`src/hdl/acdg_pkg.sv`:
```
`timescale 1ns / 1ps
`default_nettype none

package acdg_pkg;

  // Defaults for the top-level parameter and fixed limits of the command format.
  localparam int SECTOR_BYTES        = 512;
  localparam int MAX_ENTRIES         = 4;
  localparam int MAX_COMMAND_SECTORS = 256;

  localparam logic [7:0]  DEV_BASE    = 8'hE0;
  localparam logic [28:0] LBA28_SPAN  = 29'h1000_0000;
  localparam logic [16:0] BOUNDARY    = 17'h1_0000;
  localparam logic [32:0] WINDOW_TOP  = 33'h1_0000_0000;

  localparam logic [1:0] STATUS_OK         = 2'd0;
  localparam logic [1:0] STATUS_BAD_REQ    = 2'd1;
  localparam logic [1:0] STATUS_BEYOND     = 2'd2;
  localparam logic [1:0] STATUS_WINDOW     = 2'd3;

  typedef struct packed {
    logic [31:0] start_block;
    logic [8:0]  sector_total;
    logic [39:0] target_address;
  } in_t;

  typedef struct packed {
    logic [1:0]  status_code;
    logic [7:0]  device_select;
    logic [7:0]  count_byte;
    logic [7:0]  block_low;
    logic [7:0]  block_mid;
    logic [7:0]  block_high;
    logic [31:0] entry_address;
    logic [15:0] entry_length;
    logic        entry_last;
  } out_t;

  // Controller to datapath.
  typedef struct packed {
    logic load;
    logic calc;
    logic eval;
    logic emit;
  } cmd_t;

  // Datapath to controller.
  typedef struct packed {
    logic err;
    logic last;
  } sts_t;

endpackage

`default_nettype wire

```
`src/hdl/acdg_ctrl.sv`:
```
`timescale 1ns / 1ps
`default_nettype none

module acdg_ctrl (
  input  wire logic          clk,
  input  wire logic          rst_n,
  input  wire logic          start,
  input  wire acdg_pkg::sts_t sts,
  output acdg_pkg::cmd_t     cmd,
  output logic               busy,
  output logic               out_valid
);

  typedef enum logic [1:0] {
    ST_IDLE,
    ST_CALC,
    ST_EVAL,
    ST_EMIT
  } state_t;

  state_t state_r, state_nxt;
  logic   out_valid_r, out_valid_nxt;

  always_comb begin
    state_nxt     = state_r;
    out_valid_nxt = 1'b0;
    case (state_r)
      ST_IDLE: begin
        if (start) begin
          state_nxt = ST_CALC;
        end
      end
      ST_CALC: begin
        state_nxt = ST_EVAL;
      end
      ST_EVAL: begin
        // A rejected command produces its single error word right here.
        if (sts.err) begin
          out_valid_nxt = 1'b1;
          state_nxt     = ST_IDLE;
        end else begin
          state_nxt = ST_EMIT;
        end
      end
      ST_EMIT: begin
        out_valid_nxt = 1'b1;
        if (sts.last) begin
          state_nxt = ST_IDLE;
        end
      end
      default: begin
        state_nxt = ST_IDLE;
      end
    endcase
  end

  always_ff @(posedge clk) begin
    if (!rst_n) begin
      state_r     <= ST_IDLE;
      out_valid_r <= 1'b0;
    end else begin
      state_r     <= state_nxt;
      out_valid_r <= out_valid_nxt;
    end
  end

  assign cmd.load  = (state_r == ST_IDLE) && start;
  assign cmd.calc  = (state_r == ST_CALC);
  assign cmd.eval  = (state_r == ST_EVAL);
  assign cmd.emit  = (state_r == ST_EMIT);
  assign busy      = (state_r != ST_IDLE);
  assign out_valid = out_valid_r;

endmodule

`default_nettype wire

```
`src/hdl/acdg_dp.sv`:
```
`timescale 1ns / 1ps
`default_nettype none

module acdg_dp #(
  parameter int SECTOR_BYTES = acdg_pkg::SECTOR_BYTES
) (
  input  wire logic          clk,
  input  wire logic          rst_n,
  input  wire acdg_pkg::cmd_t cmd,
  input  wire acdg_pkg::in_t in_word,
  input  wire logic          cfg_we,
  input  wire logic [28:0]   cfg_wdata,
  output acdg_pkg::sts_t     sts,
  output acdg_pkg::out_t     out_word
);

  localparam int TOT_W = 9 + $clog2(SECTOR_BYTES + 1);
  localparam int CNT_W = TOT_W - 15;
  localparam logic [TOT_W-1:0] SB_W      = TOT_W'(SECTOR_BYTES);
  localparam logic [8:0]       MAX_SECS  = 9'(acdg_pkg::MAX_COMMAND_SECTORS);
  localparam logic [CNT_W-1:0] MAX_ENT_W = CNT_W'(acdg_pkg::MAX_ENTRIES);

  logic [28:0]      disk_size_r;

  logic [31:0]      lba_r;
  logic [8:0]       secs_r;
  logic [39:0]      addr_r;

  logic [TOT_W-1:0] total_r, total_nxt;
  logic [28:0]      lba_end_r, lba_end_nxt;
  logic [28:0]      cap_r, cap_nxt;
  logic             bad_req_r, bad_req_nxt;

  logic [31:0]      cur_r, cur_nxt;
  logic [TOT_W-1:0] rem_r, rem_nxt;

  acdg_pkg::out_t   out_r, out_nxt;

  logic             beyond;
  logic [32:0]      win_end;
  logic             window_bad;
  logic [TOT_W:0]   off_end;
  logic             overflow;
  logic             err;
  logic [1:0]       err_code;

  logic [16:0]      room;
  logic [TOT_W-1:0] room_w;
  logic             last;
  logic [TOT_W-1:0] chunk;

  // First stage: sector byte count, LBA end, capacity clamp and the request check.
  always_comb begin
    total_nxt   = TOT_W'(secs_r) * SB_W;
    lba_end_nxt = {1'b0, lba_r[27:0]} + 29'(secs_r);
    cap_nxt     = (disk_size_r > acdg_pkg::LBA28_SPAN) ? acdg_pkg::LBA28_SPAN : disk_size_r;
    bad_req_nxt = (secs_r == 9'd0) || (secs_r > MAX_SECS) || (lba_r[31:28] != 4'd0);
  end

  // Second stage: the remaining checks and the entry count check.
  always_comb begin
    beyond     = (cap_r != 29'd0) && (lba_end_r > cap_r);
    win_end    = {1'b0, addr_r[31:0]} + 33'(total_r);
    window_bad = (addr_r[39:32] != 8'd0) || (win_end > acdg_pkg::WINDOW_TOP);
    // Offset of the final byte from the 64 KiB page of the first one.
    off_end    = (TOT_W+1)'(addr_r[15:0]) + (TOT_W+1)'(total_r) - (TOT_W+1)'(1);
    overflow   = off_end[TOT_W:16] >= MAX_ENT_W;
    err        = bad_req_r || (lba_end_r > acdg_pkg::LBA28_SPAN) || beyond || window_bad ||
                 overflow;
    if (bad_req_r || (lba_end_r > acdg_pkg::LBA28_SPAN)) begin
      err_code = acdg_pkg::STATUS_BAD_REQ;
    end else if (beyond) begin
      err_code = acdg_pkg::STATUS_BEYOND;
    end else begin
      err_code = acdg_pkg::STATUS_WINDOW;
    end
  end

  // Entry split: cut at the next 64 KiB boundary.
  always_comb begin
    room   = acdg_pkg::BOUNDARY - {1'b0, cur_r[15:0]};
    room_w = TOT_W'(room);
    last   = rem_r <= room_w;
    chunk  = last ? rem_r : room_w;
  end

  always_comb begin
    cur_nxt = cur_r;
    rem_nxt = rem_r;
    out_nxt = out_r;
    if (cmd.eval) begin
      cur_nxt = addr_r[31:0];
      rem_nxt = total_r;
      if (err) begin
        out_nxt             = '0;
        out_nxt.status_code = err_code;
        out_nxt.entry_last  = 1'b1;
      end
    end
    if (cmd.emit) begin
      cur_nxt                = cur_r + 32'(chunk);
      rem_nxt                = rem_r - chunk;
      out_nxt.status_code    = acdg_pkg::STATUS_OK;
      out_nxt.device_select  = acdg_pkg::DEV_BASE | {4'd0, lba_r[27:24]};
      out_nxt.count_byte     = secs_r[7:0];
      out_nxt.block_low      = lba_r[7:0];
      out_nxt.block_mid      = lba_r[15:8];
      out_nxt.block_high     = lba_r[23:16];
      out_nxt.entry_address  = cur_r;
      out_nxt.entry_length   = chunk[15:0];
      out_nxt.entry_last     = last;
    end
  end

  always_ff @(posedge clk) begin
    if (!rst_n) begin
      disk_size_r <= '0;
    end else if (cfg_we) begin
      disk_size_r <= cfg_wdata;
    end
  end

  always_ff @(posedge clk) begin
    if (cmd.load) begin
      lba_r  <= in_word.start_block;
      secs_r <= in_word.sector_total;
      addr_r <= in_word.target_address;
    end
    if (cmd.calc) begin
      total_r   <= total_nxt;
      lba_end_r <= lba_end_nxt;
      cap_r     <= cap_nxt;
      bad_req_r <= bad_req_nxt;
    end
    cur_r <= cur_nxt;
    rem_r <= rem_nxt;
    out_r <= out_nxt;
  end

  assign sts.err  = err;
  assign sts.last = last;
  assign out_word = out_r;

endmodule

`default_nettype wire

```
`src/hdl/ata_dma_command_descriptor_gen.sv`:
```
// An error word is registered in the eval state; table entries are registered in the emit state.
// A new command is taken only once the controller is back in idle;
// the entry loop in the datapath sends one word per cycle.
// Reset (rst_n low, synchronous) returns the controller to idle and the disk size to 0.
// Words are shown for one cycle each; the receiver cannot stall.
`timescale 1ns / 1ps
`default_nettype none

module ata_dma_command_descriptor_gen #(
  parameter int SECTOR_BYTES = acdg_pkg::SECTOR_BYTES
) (
  input  wire logic          clk,
  input  wire logic          rst_n,
  input  wire logic          start,
  output logic               busy,
  input  wire acdg_pkg::in_t in_word,
  output logic               out_valid,
  output acdg_pkg::out_t     out_word,
  input  wire logic          cfg_we,
  input  wire logic [28:0]   cfg_wdata
);

  acdg_pkg::cmd_t cmd;
  acdg_pkg::sts_t sts;

  acdg_ctrl u_ctrl (
    .clk       (clk),
    .rst_n     (rst_n),
    .start     (start),
    .sts       (sts),
    .cmd       (cmd),
    .busy      (busy),
    .out_valid (out_valid)
  );

  acdg_dp #(
    .SECTOR_BYTES (SECTOR_BYTES)
  ) u_dp (
    .clk       (clk),
    .rst_n     (rst_n),
    .cmd       (cmd),
    .in_word   (in_word),
    .cfg_we    (cfg_we),
    .cfg_wdata (cfg_wdata),
    .sts       (sts),
    .out_word  (out_word)
  );

  // The final word of a command is shown only once the controller is idle again.
  a_last_idle: assert property (@(posedge clk) disable iff (!rst_n)
    out_valid && out_word.entry_last |-> !busy)
    else $error("last word shown while busy");

  // An error is always a single, final word.
  a_err_last: assert property (@(posedge clk) disable iff (!rst_n)
    out_valid && (out_word.status_code != acdg_pkg::STATUS_OK) |-> out_word.entry_last)
    else $error("error word not marked last");

  // Table entries follow each other without gaps.
  a_entries_packed: assert property (@(posedge clk) disable iff (!rst_n)
    out_valid && !out_word.entry_last |=> out_valid)
    else $error("gap inside a table");

  // A taken command keeps the block busy in the next cycle.
  a_accept_busy: assert property (@(posedge clk) disable iff (!rst_n)
    start && !busy |=> busy)
    else $error("command taken but block not busy");

endmodule

`default_nettype wire

```
`config.mk`:
```
export PLATFORM = sky130hd
export DESIGN_NAME = ata_dma_command_descriptor_gen
export DESIGN_NICKNAME = d
export VERILOG_FILES = /design/src/hdl/acdg_pkg.sv /design/src/hdl/acdg_ctrl.sv /design/src/hdl/acdg_dp.sv /design/src/hdl/ata_dma_command_descriptor_gen.sv
export SDC_FILE = /design/constraint.sdc
export NUM_CORES = 1
export LEC_CHECK = 0
export ABC_AREA = 0
export ABC_CLOCK_PERIOD_IN_PS = 9300
export BUFFER_PORTS_ARGS = -buffer_cell sky130_fd_sc_hd__clkbuf_2
export CAP_MARGIN = 30
export CORE_MARGIN = 2
export CORE_UTILIZATION = 55
export DETAILED_ROUTE_END_ITERATION = 10
export PLACE_DENSITY = 0.76
export SYNTH_ARGS = -nofsm -noshare
export SYNTH_HDL_FRONTEND = slang
export SYNTH_SLANG_ARGS = --single-unit
```
`constraint.sdc`:
```
create_clock -name clk -period 9.3 [get_ports clk]
set_input_delay 0 -clock clk [delete_from_list [all_inputs] [get_ports clk]]
set_output_delay 0 -clock clk [all_outputs]
set_load 0.01 [all_outputs]
```
==> summary.md, run 1 <==
| Metric | Value |
|---|---|
| Tcrit/Tclk final | `0.8340` |
| CP arrival | `between 8000 and 9000 ps` |
| Post-DP HPWL | `~28000 µm` |
| Maximum vdd drop | `~0.13 mV` |
| # rows | `63` |
| Total gr overflow | `0` |
| Combinational Power Share | `0.110` |
| Fmax | `between 100 and 150 MHz` |
| CTS buffer count | `36` |
| Max incr delay on CP | `just over 700 ps` |
| Power per standard cell area | `about 170 nW/µm²` |
| Leak | `between 8 and 9 nW` |
| Filler Cell Count | `about 2200` |
| First-pass GRT wire length | `64270 µm` |
| RSZ-0062 raised after global routing | `no` |
| Critical path peak fanout | `14` |
| Async S/R FF share, synth | `0` |
| DP Worst Slack | `about 1700 ps` |
| Cts repair resizes | `0` |
| Largest net degree at the start of global routing | `75` |
| Critical Path Slowest Stage Cell | `o21ai_2` |
| Seq pwr share | `0.491` |
| Core ar. | `~30000 µm²` |
| Clk pin slew, worst setup/hold paths | `about 60 ps` |
| Max Cap Violations | `0` |
| Register area | `approximately 9000 µm²` |
| I/O pins | `between 200 and 250` |
| Clock Latency Late Sink | `approximately 530 ps` |
| Setup TNS | `0 ps` |
| Final Skew | `between 15 and 20 ps` |
| Ys Warns | `0` |
| Clk buf depth | `3` |
| Via count | `around 12000` |
| DRT Pass-1 Iters | `6` |
| DRC violations left | `0` |
| ANT nets after route | `0` |
| Met2 GRT Util | `0.4380` |
| Int Power | `0.002634 W` |
| Most common cell after layout, fill and taps aside | `edfxtp_1` |
| WL per Instance | `approximately 19 µm` |
| Status | `complete, no violations` |
| Layout cell share with drive strength beyond 1 | `0.1687` |
| Leading area contributor after synthesis | `edfxtp_1` |
| Clock root cell | `clkbuf_16` |
| Sw frac | `0.2452` |
| Area Growth Syn to Fin | `22.56%` |
| Die W | `176.8 µm` |
| EDFF count, synth | `around 290` |
| Final worst setup slack | `between 1500 and 2000 ps` |
| Tmin final | `between 7000 and 8000 ps` |
| Sequential area share after synthesis | `0.5637` |
| Worst EP required | `9580 ps` |
| Grt met3 use | `0.04553` |
| Placer Congestion | `roughly 0.89` |
| HP Class | `input port to register` |
| Routed wire length | `40760 µm` |
| Initial DRC Count | `993` |
| Ys flop type | `edfxtp_1` |
| H-tree Lvls | `2` |
| Final Hold Vio Count | `0` |
| Psw | `0.0008558 W` |
| Most used cell, CP | `nor4_1` |
| Setup Buffers After CTS | `0` |
| Post-Syn Instances | `1392` |
| Netlist cell types | `72` |
| Met1 track demand over resource | `0.3523` |
| Area of the multi-input gates | `about 6700 µm²` |
| Avg Vias per Cell | `approximately 5.7` |
| Cell breakdown of the critical path | `nor4_1, nand2_1, or3_1, nor4_1, xnor2_1, inv_1, ha_1, nand4_1, nor4_1, a2111oi_0, o31ai_1, o21ai_2, mux2i_1, ha_1, inv_1, fa_1, nor2b_1, o2111ai_1, a311oi_1, o211ai_1, a31oi_1, o211ai_1, a221o_1` |
| Tot GR Track Use | `0.2636` |
| Synth Register Bits | `320` |
| Final Setup Violations | `0` |
| Top Usage Layer GRT | `met2` |
| Initial Util | `0.5557` |
| Initial antenna violation count | `1` |
| Relative slew slack | `0.3812` |
| Worst Path Buf+Inv | `2` |
| Layout Nets | `1929` |
| CP Capture Type | `register` |
| CP Launch Type | `register` |
| Avg Cell Area, Syn | `about 12 µm²` |
| Cell family with most CP delay | `compound AO/OA/AOI/OAI gates` |
| Commonest non-fill, non-tap cells in the layout | `edfxtp_1, clkbuf_2, dlygate4sd3_1` |
| Clock share of power | `0.400` |
| Die H | `176.8 µm` |
| PortBufs | `between 200 and 250` |
| Slew at the pin closest to its max-slew limit | `928.2 ps` |
| Crit path kind | `register to register` |
| Post-CTS Hold Buffers | `between 100 and 150` |
| Largest cells by area after synthesis | `edfxtp_1, ha_1, dfxtp_1, and3_1, mux2i_1` |
| Vias in the first global route | `roughly 12000` |
| CTS tree | `done` |
| # clock sinks | `320` |
| Die area | `between 30000 and 40000 µm²` |
| Synth top area share | `0.5210` |
| Final Max Tran Viols | `0` |
| Synthesized cell area | `between 15000 and 20000 µm²` |
## worst paths after layout
check                                  from                        endpoint  slack [ps]  cells after the start
max                 u_dp.cur_r[2]$_DFFE_PP_        u_dp.cur_r[30]$_DFFE_PP_        1540                     23
min                                   rst_n  u_ctrl.state_r[0]$_SDFFE_PN0P_         100                      2
max reg2reg         u_dp.cur_r[2]$_DFFE_PP_        u_dp.cur_r[30]$_DFFE_PP_        1540                     23
min reg2reg  u_dp.out_word[90]$_SDFFE_PP0P_  u_dp.out_word[90]$_SDFFE_PP0P_         490                      1
## sequential cells by signal, indices dropped and copies added (netlist names)
name	cells
u_dp.lba_r	32
u_dp.total_r	9
u_dp.addr_r	40
u_dp.lba_end_r	29
u_ctrl.out_valid	1
u_dp.bad_req_r	1
u_dp.out_word	88
u_ctrl.state_r	2
u_dp.rem_r	19
u_dp.cur_r	32
u_dp.secs_r	9
u_dp.cap_r	29
u_dp.disk_size_r	29
## kinds of logic after synthesis
kind of cell / after synthesis / share of synthesized area
flops: 320 / 0.5637
fa+ha+maj: 105 / 0.08181
compound gates: 230 / 0.09590
simple gates: 470 / 0.1547
mux: 52 / 0.03192
buf+inv: 143 / 0.03390
other cells: 1 / 0.0002283
xor+xnor: 71 / 0.03786
## cell type report
| type | instances | area share |
|---|---|---|
| inverters | 95 | 0.01771 |
| clock inverters | 22 | 0.01119 |
| diodes | 1 | 0.0001243 |
| clock buffers | 43 | 0.04655 |
| well taps | 390 | 0.02424 |
| multi-input cells | 931 | 0.3304 |
| repair buffers | 326 | 0.1096 |
| flip-flops and latches | 320 | 0.4602 |
## per-layer routing
layer	wire (µm)	up-vias
met3	3094	80
li1	-	5819
met5	0	-
met4	1103	0
met1	16920	5756
met2	19640	508
## Yosys cell counts, types with 24 or more instances
cell,instances
nor3_1,24
and3_1,80
edfxtp_1,285
nor2_1,77
and2_1,26
o21ai_0,38
a21oi_1,49
nor4_1,36
clkbuf_1,35
nand2_1,88
xor2_1,43
ha_1,101
xnor2_1,28
dfxtp_1,35
inv_1,95
mux2i_1,49
nor2b_1,44
## power by group through the flow
stage / registers, W / clock network [W] / logic [W]
global route: 0.00172 / 0.00147 / 0.000424
global placement: 0.00174 / 0 / 0.000327
detailed placement: 0.00174 / 0 / 0.000338
floorplan: 0.00172 / 0 / 0.000232
finish: 0.00171 / 0.00140 / 0.000382
CTS: 0.00171 / 0.00141 / 0.000377
## through the flow
| step | power [W] | instances | utilization | area, µm² | hold slack (ps) |
|---|---|---|---|---|---|
| 2_1_floorplan | 0.001954 | 1394 | - | 16430 | 98.87 |
| 3_3_place_gp | 0.002065 | 1950 | 0.6040 | 17850 | 176.7 |
| 3_5_place_dp | 0.002077 | 1952 | 0.6044 | 17860 | 178.6 |
| 4_1_cts | 0.003493 | 2127 | 0.6809 | 20130 | 79.88 |
| 5_1_grt | 0.003615 | 2128 | 0.6810 | 20130 | 149.5 |
| 6_report | 0.003490 | 2128 | 0.6810 | 20130 | 104.8 |
Note: power is estimated with default switching activity, not from simulation.
==> run 2, diff against run 1 <==
- ABC_CLOCK_PERIOD_IN_PS: 9300 -> 7050
- CORE_UTILIZATION: 55 -> 53
- PLACE_DENSITY: 0.76 -> 0.77
- clock period: 9.3 -> 7.05 ns (I/O delays scaled with it)
==> summary.md, run 2 (synthesis gave the netlist of run 1 again) <==
| Metric | Value |
|---|---|
| Status | `complete, no violations (unchanged)` |
| CP arrival | `6890 ps (was 8030 ps)` |
| Via count | `12310 (was 12160)` |
| RSZ-0062 raised after global routing | `no (unchanged)` |
| Layout Nets | `1940 (was 1929)` |
| DRC violations left | `0 (unchanged)` |
| CP Launch Type | `register (unchanged)` |
| WL per Instance | `19.10 µm (was 19.15 µm)` |
| Post-DP HPWL | `28120 µm (was 27890 µm)` |
| DP Area | `17950 µm² (was 17860 µm²)` |
| # rows | `64 (was 63)` |
| Die area | `32420 µm² (was 31260 µm²)` |
| Worst EP required | `7310 ps (was 9580 ps)` |
| Initial antenna violation count | `1 (unchanged)` |
| Clk pin slew, worst setup/hold paths | `60 ps (about the same)` |
| H-tree Lvls | `2 (unchanged)` |
| Die W | `180.0 µm (was 176.8 µm)` |
| Die H | `180.0 µm (was 176.8 µm)` |
| Int Power | `0.003470 W (was 0.002634 W)` |
| Commonest non-fill, non-tap cells in the layout | `edfxtp_1, clkbuf_2, dlygate4sd3_1 (unchanged)` |
| Final Max Tran Viols | `0 (unchanged)` |
| Slew at the pin closest to its max-slew limit | `938.4 ps (was 928.2 ps)` |
| Tot GR Track Use | `0.2482 (was 0.2636)` |
| Cell family with most CP delay | `simple AND/OR/NAND/NOR gates (was compound AO/OA/AOI/OAI gates)` |
| Critical Path Slowest Stage Cell | `edfxtp_1 (was o21ai_2)` |
| Met2 wire len | `19720 µm (was 19640 µm)` |
| Power per standard cell area | `226.0 nW/µm² (was 173.4 nW/µm²)` |
| Tcrit/Tclk final | `0.9399 (was 0.8340)` |
| FF-to-FF End | `u_dp.cur_r[25]$_DFFE_PP_ (was u_dp.cur_r[30]$_DFFE_PP_)` |
| Crit path kind | `register to register (unchanged)` |
| Worst Path Buf+Inv | `4 (was 2)` |
| Clock root cell | `clkbuf_16 (unchanged)` |
| First-pass GRT wire length | `64670 µm (was 64270 µm)` |
| Max layer used | `met4 (unchanged)` |
| Worst Setup SP | `u_dp.cur_r[7]$_DFFE_PP_ (was u_dp.cur_r[2]$_DFFE_PP_)` |
| Design Area, Final | `20250 µm² (was 20130 µm²)` |
| PortBufs | `205 (unchanged)` |
| Max Cap Violations | `0 (unchanged)` |
| Clk buf depth | `3 (unchanged)` |
| Placer Congestion | `0.9178 (was 0.8906)` |
| Relative slew slack | `0.3744 (was 0.3812)` |
| Layout cell share with drive strength beyond 1 | `0.1740 (was 0.1687)` |
| Fmax | `150.9 MHz (was 128.9 MHz)` |
| Most common cell after layout, fill and taps aside | `edfxtp_1 (unchanged)` |
| Avg Vias per Cell | `5.742 (was 5.716)` |
| Clock share of power | `0.395 (was 0.400)` |
| Seq pwr share | `0.493 (was 0.491)` |
| Max incr delay on CP | `500 ps (was 710 ps)` |
| Clock Latency Late Sink | `530 ps (about the same)` |
| Critical path peak fanout | `6 (was 14)` |
| Final Hold Vio Count | `0 (unchanged)` |
| Core ar. | `30590 µm² (was 29560 µm²)` |
| Largest register FFs | `88 (unchanged)` |
| Final Skew | `27.63 ps (was 15.45 ps)` |
| Min-delay src | `rst_n (unchanged)` |
| Total gr overflow | `0 (unchanged)` |
| Tmin final | `6627 ps (was 7756 ps)` |
| Worst r2r src | `u_dp.cur_r[7]$_DFFE_PP_ (was u_dp.cur_r[2]$_DFFE_PP_)` |
| CP Capture Type | `register (unchanged)` |
| DRT Pass-1 Iters | `5 (was 6)` |
| HP Class | `input port to register (unchanged)` |
| # clock sinks | `320 (unchanged)` |
| Combinational Power Share | `0.112 (was 0.110)` |
| Area Growth Syn to Fin | `23.28% (was 22.56%)` |
| Initial DRC Count | `1188 (was 993)` |
| Psw | `0.001107 W (was 0.0008558 W)` |
| Maximum vdd drop | `0.1868 mV (was 0.1343 mV)` |
| Setup TNS | `0 ps (unchanged)` |
| R2R setup slack | `420 ps (was 1540 ps)` |
| Routed wire length | `40950 µm (was 40760 µm)` |
| CTS tree | `done (unchanged)` |
| Leak | `8.353 nW (was 8.304 nW)` |
| Vias in the first global route | `12370 (was 12190)` |
| Wl on met1 | `17110 µm (was 16920 µm)` |
| Routed wl met3 | `3148 µm (was 3094 µm)` |
| Largest net degree at the start of global routing | `91 (was 75)` |
| Endpoint, Worst Hold | `u_ctrl.state_r[1]$_SDFFE_PN0P_ (was u_ctrl.state_r[0]$_SDFFE_PN0P_)` |
| Final Setup Violations | `0 (unchanged)` |
| Initial Util | `0.5370 (was 0.5557)` |
| Worst r2r path cells | `26 (was 23)` |
| CTS buffer count | `34 (was 36)` |
| Sw frac | `0.2418 (was 0.2452)` |
| ANT nets after route | `0 (unchanged)` |
| I/O pins | `207 (unchanged)` |
| Worst hold path depth | `2 (unchanged)` |
run 2: cell count changes in the layout (fill, tap and decap cells not counted), sizes merged:
| cell | before | now |
|---|---|---|
| buf | 11 | 23 |
| clkinv | 14 | 8 |
| clkbuf | 248 | 251 |
| clkinvlp | 2 | 5 |
| inv | 98 | 95 |
| dlygate4sd3 | 110 | 111 |
run 2: power groups by stage:
stage / sequential, W / combinational [W] / clock, W
3_5_place_dp: 0.00229 / 0.000451 / 0
2_1_floorplan: 0.00227 / 0.000306 / 0
5_1_grt: 0.00226 / 0.000566 / 0.00191
4_1_cts: 0.00225 / 0.000505 / 0.00183
6_report: 0.00226 / 0.000513 / 0.00181
3_3_place_gp: 0.00229 / 0.000434 / 0
run 2: how the worst max path moves through the flow:
stage	to	slack (ps)	cells after the start
finish	u_dp.cur_r[25]$_DFFE_PP_	420	26
CTS	u_dp.cur_r[25]$_DFFE_PP_	280	25
global route	u_dp.cur_r[22]$_DFFE_PP_	60	28
global placement	u_dp.cur_r[29]$_DFFE_PP_	610	25
detailed placement	u_dp.cur_r[27]$_DFFE_PP_	370	25
floorplan	u_dp.cur_r[30]$_DFFE_PP_	970	25
run 2: layout make-up:
class,count,area [µm²]
flip-flops and latches,320,9264
fillers,2291,10340
well taps,396,495.5
repair buffers,339,2338
clock buffers,46,947.2
diodes,1,2.502
multi-input cells,931,6658
inverters,95,356.6
clock inverters,16,187.7
run 2: through the flow:
step | power [W] | util | worst slack (ps) | cells | hold WS [ps]
after floorplan | 0.002578 | - | 972.2 | 1394 | 98.87
after global placement | 0.002726 | 0.5859 | 610.0 | 1964 | 176.7
after detailed placement | 0.002744 | 0.5869 | 368.3 | 1967 | 178.6
after CTS | 0.004590 | 0.6603 | 282.6 | 2140 | 73.59
after global routing | 0.004740 | 0.6620 | 59.10 | 2144 | 134.5
final | 0.004577 | 0.6620 | 423.5 | 2144 | 92.86
run 2: what timing repair did:
item | 4_1_cts | 5_1_grt
buffers inserted | 0 | 2
resized for setup | 0 | 1
endpoints found under the setup margin | 0 | 6
endpoints found under the hold margin | 112 | 0
hold buffers | 111 | 0
run 2: routing by layer:
| layer | up-vias | track usage |
|---|---|---|
| met5 | - | 0 |
| met4 | 0 | 0.07065 |
| met3 | 76 | 0.03921 |
| met2 | 523 | 0.4218 |
| met1 | 5877 | 0.3323 |
| li1 | 5834 | - |
